$ cat config.mk
export PLATFORM = sky130hd
export DESIGN_NAME = angle_rate_accel_estimator
export DESIGN_NICKNAME = d
export VERILOG_FILES = /design/src/hw/rtl/arae_pkg.sv /design/src/hw/rtl/arae_lane.sv /design/src/hw/rtl/angle_rate_accel_estimator.sv
export VERILOG_INCLUDE_DIRS = /design/src /design/src/hw/rtl
export SDC_FILE = /design/constraint.sdc
export NUM_CORES = 2
export LEC_CHECK = 0
export BUFFER_PORTS_ARGS = -buffer_cell sky130_fd_sc_hd__buf_2
export CORE_ASPECT_RATIO = 1.4
export CORE_MARGIN = 2
export CORE_UTILIZATION = 47
export DETAILED_ROUTE_END_ITERATION = 7
export GPL_ROUTABILITY_DRIVEN = 0
export PLACE_DENSITY = 0.66
export SLEW_MARGIN = 25
export SYNTH_ARGS = -nofsm -noshare
export SYNTH_HDL_FRONTEND = slang
export SYNTH_SLANG_ARGS = --single-unit
$ cat constraint.sdc
create_clock -name clk -period 20.2 [get_ports clk]
set_clock_uncertainty 0.15 [all_clocks]
set_input_delay 5.05 -clock clk [delete_from_list [all_inputs] [get_ports clk]]
set_output_delay 5.05 -clock clk [all_outputs]
set_load 0.02 [all_outputs]
$ cat src/hw/rtl/angle_rate_accel_estimator_macros.svh
// Assertion macros shared by the estimator RTL.
// Depends on nothing; files that assert include it by name.
`ifndef ANGLE_RATE_ACCEL_ESTIMATOR_MACROS_SVH
`define ANGLE_RATE_ACCEL_ESTIMATOR_MACROS_SVH
`ifndef NO_ASSERTIONS
`define ARAE_ASSERT(lbl, prop, msg) \
  lbl: assert property (@(posedge clk) disable iff (!rst_n) (prop)) else $error(msg);
`define ARAE_IMPLY(lbl, ante, cons, msg) \
  lbl: assert property (@(posedge clk) disable iff (!rst_n) (ante) |-> (cons)) else $error(msg);
`else
`define ARAE_ASSERT(lbl, prop, msg)
`define ARAE_IMPLY(lbl, ante, cons, msg)
`endif
`endif

$ cat src/hw/rtl/arae_pkg.sv
// Shared constants, types and the angle wrap function of the estimator.
// Depends on nothing.
package arae_pkg;
  localparam int ANGLE_FRAC_BITS = 16;
  localparam longint unsigned PI_Q60 = 64'h3243F6A8885A308D;
  localparam longint unsigned PI_FIX =
    (PI_Q60 + (64'd1 << (59 - ANGLE_FRAC_BITS))) >> (60 - ANGLE_FRAC_BITS);

  localparam int STAMP_W = 48;
  localparam int ANGLE_W = 19;
  localparam int DIFF_W  = 20;
  localparam int RATE_W  = 22;
  localparam int ACC_W   = 26;
  localparam int DT_W    = 20;
  localparam int LIM_W   = 25;
  localparam int VAL_W   = 24;
  localparam int NUM_W   = 44;
  localparam int CFG_W   = 25;
  localparam int IDX_W   = 3;
  localparam logic [DT_W-1:0] US_PER_S = 20'd1000000;

  localparam logic [IDX_W-1:0] REG_MIN_DT  = 3'd0;
  localparam logic [IDX_W-1:0] REG_MAX_DT  = 3'd1;
  localparam logic [IDX_W-1:0] REG_DEF_DT  = 3'd2;
  localparam logic [IDX_W-1:0] REG_RATE_LM = 3'd3;
  localparam logic [IDX_W-1:0] REG_ACC_LM  = 3'd4;

  localparam logic signed [DIFF_W-1:0] PI_D   = DIFF_W'(PI_FIX);
  localparam logic signed [DIFF_W-1:0] TWO_PI = DIFF_W'(2 * PI_FIX);

  typedef struct packed {
    logic                    start;
    logic signed [VAL_W-1:0] value;
    logic [LIM_W-1:0]        limit;
    logic [DT_W-1:0]         dt;
  } lane_req_t;

  typedef struct packed {
    logic                    done;
    logic signed [ACC_W-1:0] result;
  } lane_rsp_t;

  // One correction step covers every difference of two 19-bit angles.
  function automatic logic signed [DIFF_W-1:0] wrap_diff(input logic signed [DIFF_W-1:0] d);
    logic signed [DIFF_W-1:0] w;
    w = d;
    if (d > PI_D) w = d - TWO_PI;
    else if (d < -PI_D) w = d + TWO_PI;
    return w;
  endfunction
endpackage

$ cat src/hw/rtl/arae_lane.sv
// One derivative lane: scales a difference by 1e6, divides by the interval
// with a restoring bit-serial divider, then clamps. Depends on arae_pkg.
module arae_lane import arae_pkg::*; (
  input  logic      clk,
  input  logic      rst_n,
  input  lane_req_t req,
  output lane_rsp_t rsp
);
  localparam int CNT_W = $clog2(NUM_W);

  logic             busy_r;
  logic             done_r;
  logic [CNT_W-1:0] cnt_r;
  logic [NUM_W-1:0] quo_r;
  logic [DT_W-1:0]  rem_r;
  logic [DT_W-1:0]  dt_r;
  logic [LIM_W-1:0] lim_r;
  logic             neg_r;

  logic [VAL_W-1:0] mag;
  logic [DT_W:0]    rem_sh;
  logic             ge;
  logic [DT_W:0]    rem_nxt;
  logic [LIM_W-1:0] clamped;

  assign mag     = req.value[VAL_W-1] ? VAL_W'(-req.value) : VAL_W'(req.value);
  assign rem_sh  = {rem_r, quo_r[NUM_W-1]};
  assign ge      = rem_sh >= {1'b0, dt_r};
  assign rem_nxt = ge ? (rem_sh - {1'b0, dt_r}) : rem_sh;

  always_ff @(posedge clk) begin
    if (!rst_n) begin
      busy_r <= 1'b0;
      done_r <= 1'b0;
      cnt_r  <= '0;
    end else begin
      if (req.start) begin
        busy_r <= 1'b1;
        cnt_r  <= '0;
      end else if (busy_r) begin
        cnt_r <= cnt_r + 1'b1;
        if (cnt_r == CNT_W'(NUM_W - 1)) busy_r <= 1'b0;
      end
      done_r <= busy_r && !req.start && (cnt_r == CNT_W'(NUM_W - 1));
    end
  end

  always_ff @(posedge clk) begin
    if (req.start) begin
      quo_r <= NUM_W'(mag) * NUM_W'(US_PER_S);
      rem_r <= '0;
      dt_r  <= req.dt;
      lim_r <= req.limit;
      neg_r <= req.value[VAL_W-1];
    end else if (busy_r) begin
      rem_r <= rem_nxt[DT_W-1:0];
      quo_r <= {quo_r[NUM_W-2:0], ge};
    end
  end

  assign clamped = (quo_r > NUM_W'(lim_r)) ? lim_r : quo_r[LIM_W-1:0];
  assign rsp.done   = done_r;
  assign rsp.result = neg_r ? -$signed({1'b0, clamped}) : $signed({1'b0, clamped});
endmodule

$ cat src/hw/rtl/angle_rate_accel_estimator.sv
// Yaw and pitch rate and acceleration estimator. An item passes from ST_IDLE through ST_CALC,
// then ST_RATE when rates count and ST_ACCEL when accelerations count, to ST_WRITE, which
// moves it into the output register; a new input is taken only back in ST_IDLE.
// Each derivative is one 44-step bit-serial division per lane, both lanes in parallel;
// a stalled result adds its stall. Synchronous active-low reset clears the history.
// Depends on arae_pkg, arae_lane and angle_rate_accel_estimator_macros.svh.
`include "angle_rate_accel_estimator_macros.svh"
module angle_rate_accel_estimator import arae_pkg::*; (
  input  logic                      clk,
  input  logic                      rst_n,
  input  logic                      cfg_we,
  input  logic [IDX_W-1:0]          cfg_idx,
  input  logic [CFG_W-1:0]          cfg_wdata,
  input  logic                      in_valid,
  output logic                      in_stall,
  input  logic                      in_control_on,
  input  logic                      in_fire_flag,
  input  logic [STAMP_W-1:0]        in_frame_time_us,
  input  logic signed [ANGLE_W-1:0] in_yaw_cmd,
  input  logic signed [ANGLE_W-1:0] in_pitch_cmd,
  output logic                      out_valid,
  input  logic                      out_stall,
  output logic                      out_control_out,
  output logic                      out_fire_out,
  output logic [STAMP_W-1:0]        out_stamp_out,
  output logic signed [ANGLE_W-1:0] out_yaw_out,
  output logic signed [ANGLE_W-1:0] out_pitch_out,
  output logic signed [RATE_W-1:0]  out_yaw_rate,
  output logic signed [RATE_W-1:0]  out_pitch_rate,
  output logic signed [ACC_W-1:0]   out_yaw_accel,
  output logic signed [ACC_W-1:0]   out_pitch_accel
);
  typedef enum logic [2:0] {ST_IDLE, ST_CALC, ST_RATE, ST_ACCEL, ST_WRITE} state_t;
  state_t state_r;

  // Configuration registers.
  logic [DT_W-1:0]    min_dt_r, max_dt_r, def_dt_r;
  logic [RATE_W-2:0]  rate_lim_r;
  logic [LIM_W-1:0]   acc_lim_r;

  // History carried from one counted item to the next.
  logic                      have_cmd_r, have_rate_r;
  logic [STAMP_W-1:0]        prior_stamp_r;
  logic signed [ANGLE_W-1:0] prior_yaw_r, prior_pitch_r;
  logic signed [RATE_W-1:0]  prior_yrate_r, prior_prate_r;

  // The item in work.
  logic                      ctrl_r, fire_r, valid_r;
  logic [STAMP_W-1:0]        stamp_r;
  logic signed [ANGLE_W-1:0] yaw_r, pitch_r;
  logic signed [RATE_W-1:0]  yrate_r, prate_r;
  logic signed [ACC_W-1:0]   yacc_r, pacc_r;
  logic [DT_W-1:0]           dt_r;

  // Output register.
  logic                      out_valid_r, oc_r, of_r;
  logic [STAMP_W-1:0]        os_r;
  logic signed [ANGLE_W-1:0] oy_r, op_r;
  logic signed [RATE_W-1:0]  oyr_r, opr_r;
  logic signed [ACC_W-1:0]   oya_r, opa_r;

  lane_req_t yreq_r, preq_r;
  lane_rsp_t yrsp, prsp;

  // Interval choice and its bounds check for the item in work.
  logic [STAMP_W-1:0]       dt_full;
  logic                     dt_ok;
  logic signed [DIFF_W-1:0] ydiff, pdiff;
  logic signed [RATE_W-1:0] yrate_new, prate_new;

  // Handshake and lane start decisions for this cycle.
  logic                     write_go;
  logic                     out_valid_nxt;
  logic                     lane_go_nxt;

  assign dt_full = (stamp_r > prior_stamp_r && prior_stamp_r != '0) ?
                   (stamp_r - prior_stamp_r) : STAMP_W'(def_dt_r);
  assign dt_ok   = dt_full != '0 && dt_full >= STAMP_W'(min_dt_r) &&
                   dt_full <= STAMP_W'(max_dt_r);
  assign ydiff   = wrap_diff(DIFF_W'(yaw_r) - DIFF_W'(prior_yaw_r));
  assign pdiff   = wrap_diff(DIFF_W'(pitch_r) - DIFF_W'(prior_pitch_r));
  assign yrate_new = yrsp.result[RATE_W-1:0];
  assign prate_new = prsp.result[RATE_W-1:0];

  // The finished item moves into the output register once that register is
  // empty or its result transfer happens in the same cycle.
  assign write_go      = (state_r == ST_WRITE) && (!out_valid_r || !out_stall);
  assign out_valid_nxt = write_go || (out_valid_r && out_stall);

  // Both lanes start together: rates after the interval check, accelerations
  // once the rates are in and a prior rate exists.
  assign lane_go_nxt = (state_r == ST_CALC && ctrl_r && have_cmd_r && dt_ok) ||
                       (state_r == ST_RATE && yrsp.done && have_rate_r);

  assign in_stall = state_r != ST_IDLE;

  always_ff @(posedge clk) begin
    if (!rst_n) begin
      min_dt_r   <= 20'd1000;
      max_dt_r   <= 20'd200000;
      def_dt_r   <= 20'd10000;
      rate_lim_r <= 21'd1966080;
      acc_lim_r  <= 25'd19660800;
    end else if (cfg_we) begin
      unique case (cfg_idx)
        REG_MIN_DT:  min_dt_r   <= cfg_wdata[DT_W-1:0];
        REG_MAX_DT:  max_dt_r   <= cfg_wdata[DT_W-1:0];
        REG_DEF_DT:  def_dt_r   <= cfg_wdata[DT_W-1:0];
        REG_RATE_LM: rate_lim_r <= cfg_wdata[RATE_W-2:0];
        REG_ACC_LM:  acc_lim_r  <= cfg_wdata[LIM_W-1:0];
        default: ;
      endcase
    end
  end

  always_ff @(posedge clk) begin
    if (!rst_n) begin
      state_r       <= ST_IDLE;
      out_valid_r   <= 1'b0;
      have_cmd_r    <= 1'b0;
      have_rate_r   <= 1'b0;
      prior_stamp_r <= '0;
      prior_yaw_r   <= '0;
      prior_pitch_r <= '0;
      prior_yrate_r <= '0;
      prior_prate_r <= '0;
      yreq_r.start  <= 1'b0;
      preq_r.start  <= 1'b0;
    end else begin
      yreq_r.start <= lane_go_nxt;
      preq_r.start <= lane_go_nxt;
      out_valid_r  <= out_valid_nxt;
      unique case (state_r)
        ST_IDLE: begin
          if (in_valid) begin
            ctrl_r  <= in_control_on;
            fire_r  <= in_fire_flag;
            stamp_r <= in_frame_time_us;
            yaw_r   <= in_yaw_cmd;
            pitch_r <= in_pitch_cmd;
            state_r <= ST_CALC;
          end
        end
        ST_CALC: begin
          yrate_r <= '0;
          prate_r <= '0;
          yacc_r  <= '0;
          pacc_r  <= '0;
          valid_r <= ctrl_r && have_cmd_r && dt_ok;
          dt_r    <= dt_full[DT_W-1:0];
          if (ctrl_r && have_cmd_r && dt_ok) begin
            yreq_r.value <= VAL_W'(ydiff);
            yreq_r.limit <= LIM_W'(rate_lim_r);
            yreq_r.dt    <= dt_full[DT_W-1:0];
            preq_r.value <= VAL_W'(pdiff);
            preq_r.limit <= LIM_W'(rate_lim_r);
            preq_r.dt    <= dt_full[DT_W-1:0];
            state_r <= ST_RATE;
          end else begin
            state_r <= ST_WRITE;
          end
        end
        ST_RATE: begin
          if (yrsp.done) begin
            yrate_r <= yrate_new;
            prate_r <= prate_new;
            if (have_rate_r) begin
              // Difference of clamped rates feeds the second division.
              yreq_r.value <= VAL_W'(yrate_new) - VAL_W'(prior_yrate_r);
              yreq_r.limit <= acc_lim_r;
              yreq_r.dt    <= dt_r;
              preq_r.value <= VAL_W'(prate_new) - VAL_W'(prior_prate_r);
              preq_r.limit <= acc_lim_r;
              preq_r.dt    <= dt_r;
              state_r <= ST_ACCEL;
            end else begin
              state_r <= ST_WRITE;
            end
          end
        end
        ST_ACCEL: begin
          if (yrsp.done) begin
            yacc_r  <= yrsp.result;
            pacc_r  <= prsp.result;
            state_r <= ST_WRITE;
          end
        end
        ST_WRITE: begin
          if (write_go) begin
            oc_r  <= ctrl_r;
            of_r  <= fire_r;
            os_r  <= stamp_r;
            oy_r  <= ctrl_r ? yaw_r : '0;
            op_r  <= ctrl_r ? pitch_r : '0;
            oyr_r <= yrate_r;
            opr_r <= prate_r;
            oya_r <= yacc_r;
            opa_r <= pacc_r;
            // Control off wipes the history; otherwise this item becomes it.
            have_cmd_r    <= ctrl_r;
            have_rate_r   <= valid_r;
            prior_stamp_r <= ctrl_r ? stamp_r : '0;
            prior_yaw_r   <= ctrl_r ? yaw_r : '0;
            prior_pitch_r <= ctrl_r ? pitch_r : '0;
            prior_yrate_r <= yrate_r;
            prior_prate_r <= prate_r;
            state_r <= ST_IDLE;
          end
        end
        default: state_r <= ST_IDLE;
      endcase
    end
  end

  arae_lane u_yaw_lane (.clk(clk), .rst_n(rst_n), .req(yreq_r), .rsp(yrsp));
  arae_lane u_pitch_lane (.clk(clk), .rst_n(rst_n), .req(preq_r), .rsp(prsp));

  assign out_valid       = out_valid_r;
  assign out_control_out = oc_r;
  assign out_fire_out    = of_r;
  assign out_stamp_out   = os_r;
  assign out_yaw_out     = oy_r;
  assign out_pitch_out   = op_r;
  assign out_yaw_rate    = oyr_r;
  assign out_pitch_rate  = opr_r;
  assign out_yaw_accel   = oya_r;
  assign out_pitch_accel = opa_r;

  `ARAE_ASSERT(a_lanes_lockstep, yrsp.done == prsp.done, "lanes finished apart")
  `ARAE_IMPLY(a_out_from_write, $rose(out_valid_r), $past(state_r == ST_WRITE), "stray result")
  `ARAE_IMPLY(a_rate_needs_cmd, have_rate_r, have_cmd_r, "prior rate without prior command")
endmodule
After elaboration in Yosys (flattened, before gate mapping)
Index checks and enable logic that the tools add are counted. Widths: inputs -> output; s select.

Reductions and logical operators: 43. Bitwise gates (word level): 1. $add $sub $neg: 17. Multiplexer cells: 49. $mul: 2. Equal/unequal tests: 16. $lt $le $gt $ge: 11.

Operators with widths (count): $mux 69 (6); $pmux 69 s2 (2); $mux 44 (4); $mux 20 (6); $mux 26 (4); $pmux 26 s2 (2); $mux 48 (2); $reduce_bool 48->1 (2); $gt 44x25->1 (2); $pmux 22 s2 (2); $mul 24x14->38 const B (2); $neg 25->26 (2); $mux 25 (2); $ge 48x20->1 (1); $gt 48x48->1 (1); $le 48x20->1 (1); $mux 24 (2); $neg 24->24 (2); $sub 48x48->48 (1); $sub 22x22->23 (2); $mux 22 (2); $ge 21x20->1 (2); $add 20x20->20 const B (2); $gt 20x19->1 const B (2); 27 further kinds (83).

Output and inout port bits: 186. Bits in registers: 1005. Input bits: 121. Word-level logic and storage cells: 197.

Logic depth before layout (Yosys ltp)
Word-level depth: 9. Mapped depth: 34. Depth with buffers taken out: 32.

Cells and area by module
A second synthesis with hierarchy kept.

Cells, all modules: 6404. Area total of the unflattened synthesis: 62303.5 µm².

Modules (own cells, without submodules): angle_rate_accel_estimator (cells an instance 3570, seq. area each 19278.5 µm², area each 36153.4 µm², times used 1); arae_lane (u_pitch_lane) (cells an instance 1423, seq. area each 3203.1 µm², area each 13115.1 µm², times used 1); arae_lane (u_yaw_lane) (cells an instance 1411, seq. area each 3203.1 µm², area each 13035.0 µm², times used 1).

Worst setup path before layout
No wires, ideal clock.

Path type: input to register. From: in out_stall. To: reg oc_r (netlist: out_control_out) (enable). Required time: 19.484 ns. Stages: 4. Setup time: 0.566 ns. Path slack: 9.311 ns. Data arrival time: 10.174 ns. Path buffers: 2. Path through: a21oi_1 clkbuf_1 clkbuf_1 and2_1.

Word-level cells in the longest chain between the ends: 4.

RTL lines: from (decl) (line angle_rate_accel_estimator.sv:22) `input logic out_stall,`; $logic_not 1->1 (line angle_rate_accel_estimator.sv:87) `assign write_go = (state_r == ST_WRITE) && (!out_valid_r || !out_stall);`; $logic_or 1x1->1 (line angle_rate_accel_estimator.sv:87); $logic_and 1x1->1 (line angle_rate_accel_estimator.sv:87); $reduce_and 3->1 (no source line); to (signal assigned) (line angle_rate_accel_estimator.sv:190) `oc_r <= ctrl_r;`; to (decl) (line angle_rate_accel_estimator.sv:56) `logic out_valid_r, oc_r, of_r;`.

No other way between the ends. A chain may end at the register's enable or synchronous reset.

==> impl_metrics.env <==
export IMPL_cts_repair_resizes=0
export IMPL_floorplan_io_pins=307
export IMPL_ir_worst_vdd_mv=0.226
export IMPL_cts_sinks=913
export IMPL_critPathSlowestCell="sky130_fd_sc_hd__a2111oi_0"
export IMPL_wire_per_inst_microns=19.4
export IMPL_final_period_utilization=0.448
export IMPL_worst_r2r_setup_slack_ns=11.16
export IMPL_fp_dieH_microns=427
export IMPL_max_cap_violations=0
export IMPL_floorplan_core_area_sq_mm=0.127
export IMPL_worstPathRequired_ns=20.47
export IMPL_r2r_cells=30
export IMPL_synth_edf_count=603
export IMPL_timing_max_transition_violations_final=0
export IMPL_syn_avg_cell_area_sq_um=9.62
export IMPL_mean_number_of_vias_per_cell=5.58
export IMPL_hold_buffers=0
export IMPL_yosys_warnings=0
export IMPL_grt_max_degree=134
export IMPL_route_vias_total=45800
export IMPL_ys_async_sr_fraction=0
export IMPL_netlist_top_cell_by_area="sky130_fd_sc_hd__edfxtp_1"
export IMPL_critical_path_arrival_ns=9.31
export IMPL_setup_viol=0
export IMPL_nets=7324
export IMPL_ratio_of_cells_with_drive_above_1_in_the_final_layout=0.0961
export IMPL_crit_path_capture_type="flop"
export IMPL_detail_route_iter0_violations=3329
export IMPL_timing_critical_path_from="u_pitch_lane.lim_r[9]$_DFFE_PP_"
export IMPL_totalNegativeSetupSlack_ns=0
export IMPL_timing_critical_path_mode_cell="sky130_fd_sc_hd__a21oi_1"
export IMPL_endpoints_failing_hold=0
export IMPL_die_width_microns=306
export IMPL_max_slew_margin_rel=0.265
export IMPL_drt_pass1_iter_count=6
export IMPL_flow_area_growth_from_synthesis_pct=10.8
export IMPL_ys_top_cells_by_area="sky130_fd_sc_hd__edfxtp_1 (30%), sky130_fd_sc_hd__ha_1 (11%), sky130_fd_sc_hd__dfxtp_1 (10%), sky130_fd_sc_hd__fa_1 (6.6%), sky130_fd_sc_hd__nand2_1 (5.3%)"
export IMPL_final_cell_count_no_fill=8203
export IMPL_synthesis_area_sq_mm=0.0601
export IMPL_synthesis_instances=6239
export IMPL_start_util=0.472
export IMPL_rr_startpoint="u_pitch_lane.lim_r[9]$_DFFE_PP_"
export IMPL_synth_ff_latch_count=913
export IMPL_cts_made_buffers=90
export IMPL_numPortBuffers=306
export IMPL_clockBufferDepth=3
export IMPL_clock_latency_ns=0.73
export IMPL_min_period_ns=9.04
export IMPL_post_cts_setup_buffer_count=0
export IMPL_critical_path_peak_fanout=48
export IMPL_total_power_mw=11.0
export IMPL_largest_stage_delay_worst_path_ns=0.78
export IMPL_post_synth_top_area_fraction=0.302
export IMPL_finalWirelength_microns=159000
export IMPL_cts_tree="built"
export IMPL_wire_length_of_the_first_global_routing_pass_microns=247000
export IMPL_dp_hpwl_microns=121000
export IMPL_global_route_usage_met2=0.423
export IMPL_post_synth_num_cell_types=103
export IMPL_detail_route_antenna_nets=0
export IMPL_postLayoutCoreUtil=0.523
export IMPL_worstMarginPinSlew_ns=1.09
export IMPL_holdCritPathClass="flop to flop"
export IMPL_critPathLaunchType="flop"
export IMPL_detail_route_drc_violations=0
export IMPL_outcome="completed"
export IMPL_worstSetupEndpoint="preq_r[66]$_DFFE_PP_"
export IMPL_ctsHtreeMaxLevel=3
export IMPL_rows=155
export IMPL_clk_transition_reported_paths_ns=0.07
export IMPL_gr_max_usage_layer="met2"
export IMPL_track_usage=0.240
export IMPL_fmaxAchievable_ghz=0.111
export IMPL_synth_seq_area_share=0.405
export IMPL_unrepaired_setup_endpoints_after_global_routing="no"
export IMPL_clock_tree_root_cell="sky130_fd_sc_hd__clkbuf_16"
export IMPL_total_instance_count_after_detailed_placement=8033
export IMPL_cellLeakagePower_nw=27.2
export IMPL_power_density_mw_per_mm2=166
export IMPL_gr_overflow_total=0
export IMPL_layout_common_cells="sky130_fd_sc_hd__nand2_1 (850), sky130_fd_sc_hd__inv_1 (695), sky130_fd_sc_hd__edfxtp_1 (603)"
export IMPL_grt_pass1_vias=44600
export IMPL_layout_commonest_cell="sky130_fd_sc_hd__nand2_1"
export IMPL_num_antenna_cells=0
export IMPL_grt_antenna_before_repair=4
export IMPL_die_area_sq_mm=0.131
export IMPL_synth_flop_type="sky130_fd_sc_hd__edfxtp_1"
export IMPL_critical_path_class="flop to flop"
export IMPL_regToRegEndpoint="preq_r[66]$_DFFE_PP_"
export IMPL_grt_util_met1=0.297
export IMPL_global_route_usage_met3=0.0283
synthesized netlist by cell type, types with 116 or more instances:
library cell,count
sky130_fd_sc_hd__nand2_1,850
sky130_fd_sc_hd__inv_1,695
sky130_fd_sc_hd__edfxtp_1,603
sky130_fd_sc_hd__ha_1,528
sky130_fd_sc_hd__nor2_1,390
sky130_fd_sc_hd__dfxtp_1,310
sky130_fd_sc_hd__o21ai_0,247
sky130_fd_sc_hd__a21oi_1,223
sky130_fd_sc_hd__a21boi_0,222
sky130_fd_sc_hd__fa_1,197
sky130_fd_sc_hd__clkbuf_1,196
sky130_fd_sc_hd__xnor2_1,188
sky130_fd_sc_hd__nand3_1,154
sky130_fd_sc_hd__nor3_1,116
cell type report:
type / instances / area, sq um
Clock buffer: 115 / 2510
Clock inverter: 54 / 634
Fill cell: 11500 / 60700
Inverter: 696 / 2610
Multi-Input combinational cell: 4416 / 32400
Sequential cell: 913 / 24300
Tap cell: 1648 / 2060
Timing Repair Buffer: 361 / 1990
worst max-delay path, delay by kind of cell, from the launching register on:
kind                       cells  cell delay, ns
AOI/OAI and AO/OA             16            4.89
xor gates and xnor gates       2            0.24
and+or+nand+nor                6            1.35
DFF                            1            0.47
buffers and inverters          3            0.58
adders and majority gates      3            1.02
logic make-up after synthesis:
family,synth area share
DFF,0.405
adders and majority gates,0.176
other,0.000125
AOI/OAI and AO/OA,0.144
muxes,0.0228
buffers and inverters,0.0583
and+or+nand+nor,0.152
xor gates and xnor gates,0.0426
per-stage QoR:
stage / hold slack [ns] / setup WS [ns] / instance area, sq um
2_1_floorplan: 0.250 / 9.31 / 60100
3_3_place_gp: 0.252 / 11.31 / 63300
3_5_place_dp: 0.255 / 11.21 / 63300
4_1_cts: 0.258 / 11.20 / 66500
5_1_grt: 0.268 / 10.60 / 66500
6_report: 0.261 / 11.16 / 66500
report_power, final:
part	internal (mW)	switching, mW	total, mW
sequential	2.20	0.132	2.33
clock	1.03	0.781	1.81
combinational	2.98	3.90	6.88
sequential cells by signal (all words and copies together), names as in the netlist, 25 cells and up:
name / flops
out_yaw_accel: 26
pacc_r: 26
u_yaw_lane.quo_r: 44
yreq_r: 48
u_pitch_lane.lim_r: 25
out_pitch_accel: 26
stamp_r: 48
acc_lim_r: 25
prior_stamp_r: 48
out_stamp_out: 48
preq_r: 44
u_pitch_lane.quo_r: 44
yacc_r: 26
how the worst min path moves through the flow:
stage                               endpoint  depth (start not counted)                     start  slack (ns)
2_1_floorplan         out_fire_out$_DFFE_PP_                          0          fire_r$_DFFE_PP_        0.25
3_3_place_gp     out_yaw_accel[23]$_DFFE_PP_                          0  yacc_r[23]$_SDFFCE_PP0P_        0.25
3_5_place_dp   out_pitch_accel[21]$_DFFE_PP_                          0  pacc_r[21]$_SDFFCE_PP0P_        0.25
4_1_cts          out_yaw_accel[22]$_DFFE_PP_                          0  yacc_r[22]$_SDFFCE_PP0P_        0.26
5_1_grt          out_yaw_accel[22]$_DFFE_PP_                          0  yacc_r[22]$_SDFFCE_PP0P_        0.27
6_report         out_yaw_accel[22]$_DFFE_PP_                          0  yacc_r[22]$_SDFFCE_PP0P_        0.26
metal layers:
| layer | part of all wire | wire, microns | vias to the layer above |
|---|---|---|---|
| met5 | 0.000082 | 13 | - |
| met4 | 0.041 | 6490 | 2 |
| met3 | 0.048 | 7690 | 300 |
| met2 | 0.49 | 78400 | 1219 |
| met1 | 0.42 | 66400 | 22000 |
| li1 | - | - | 22300 |
Note: power is estimated with default switching activity, not from simulation.
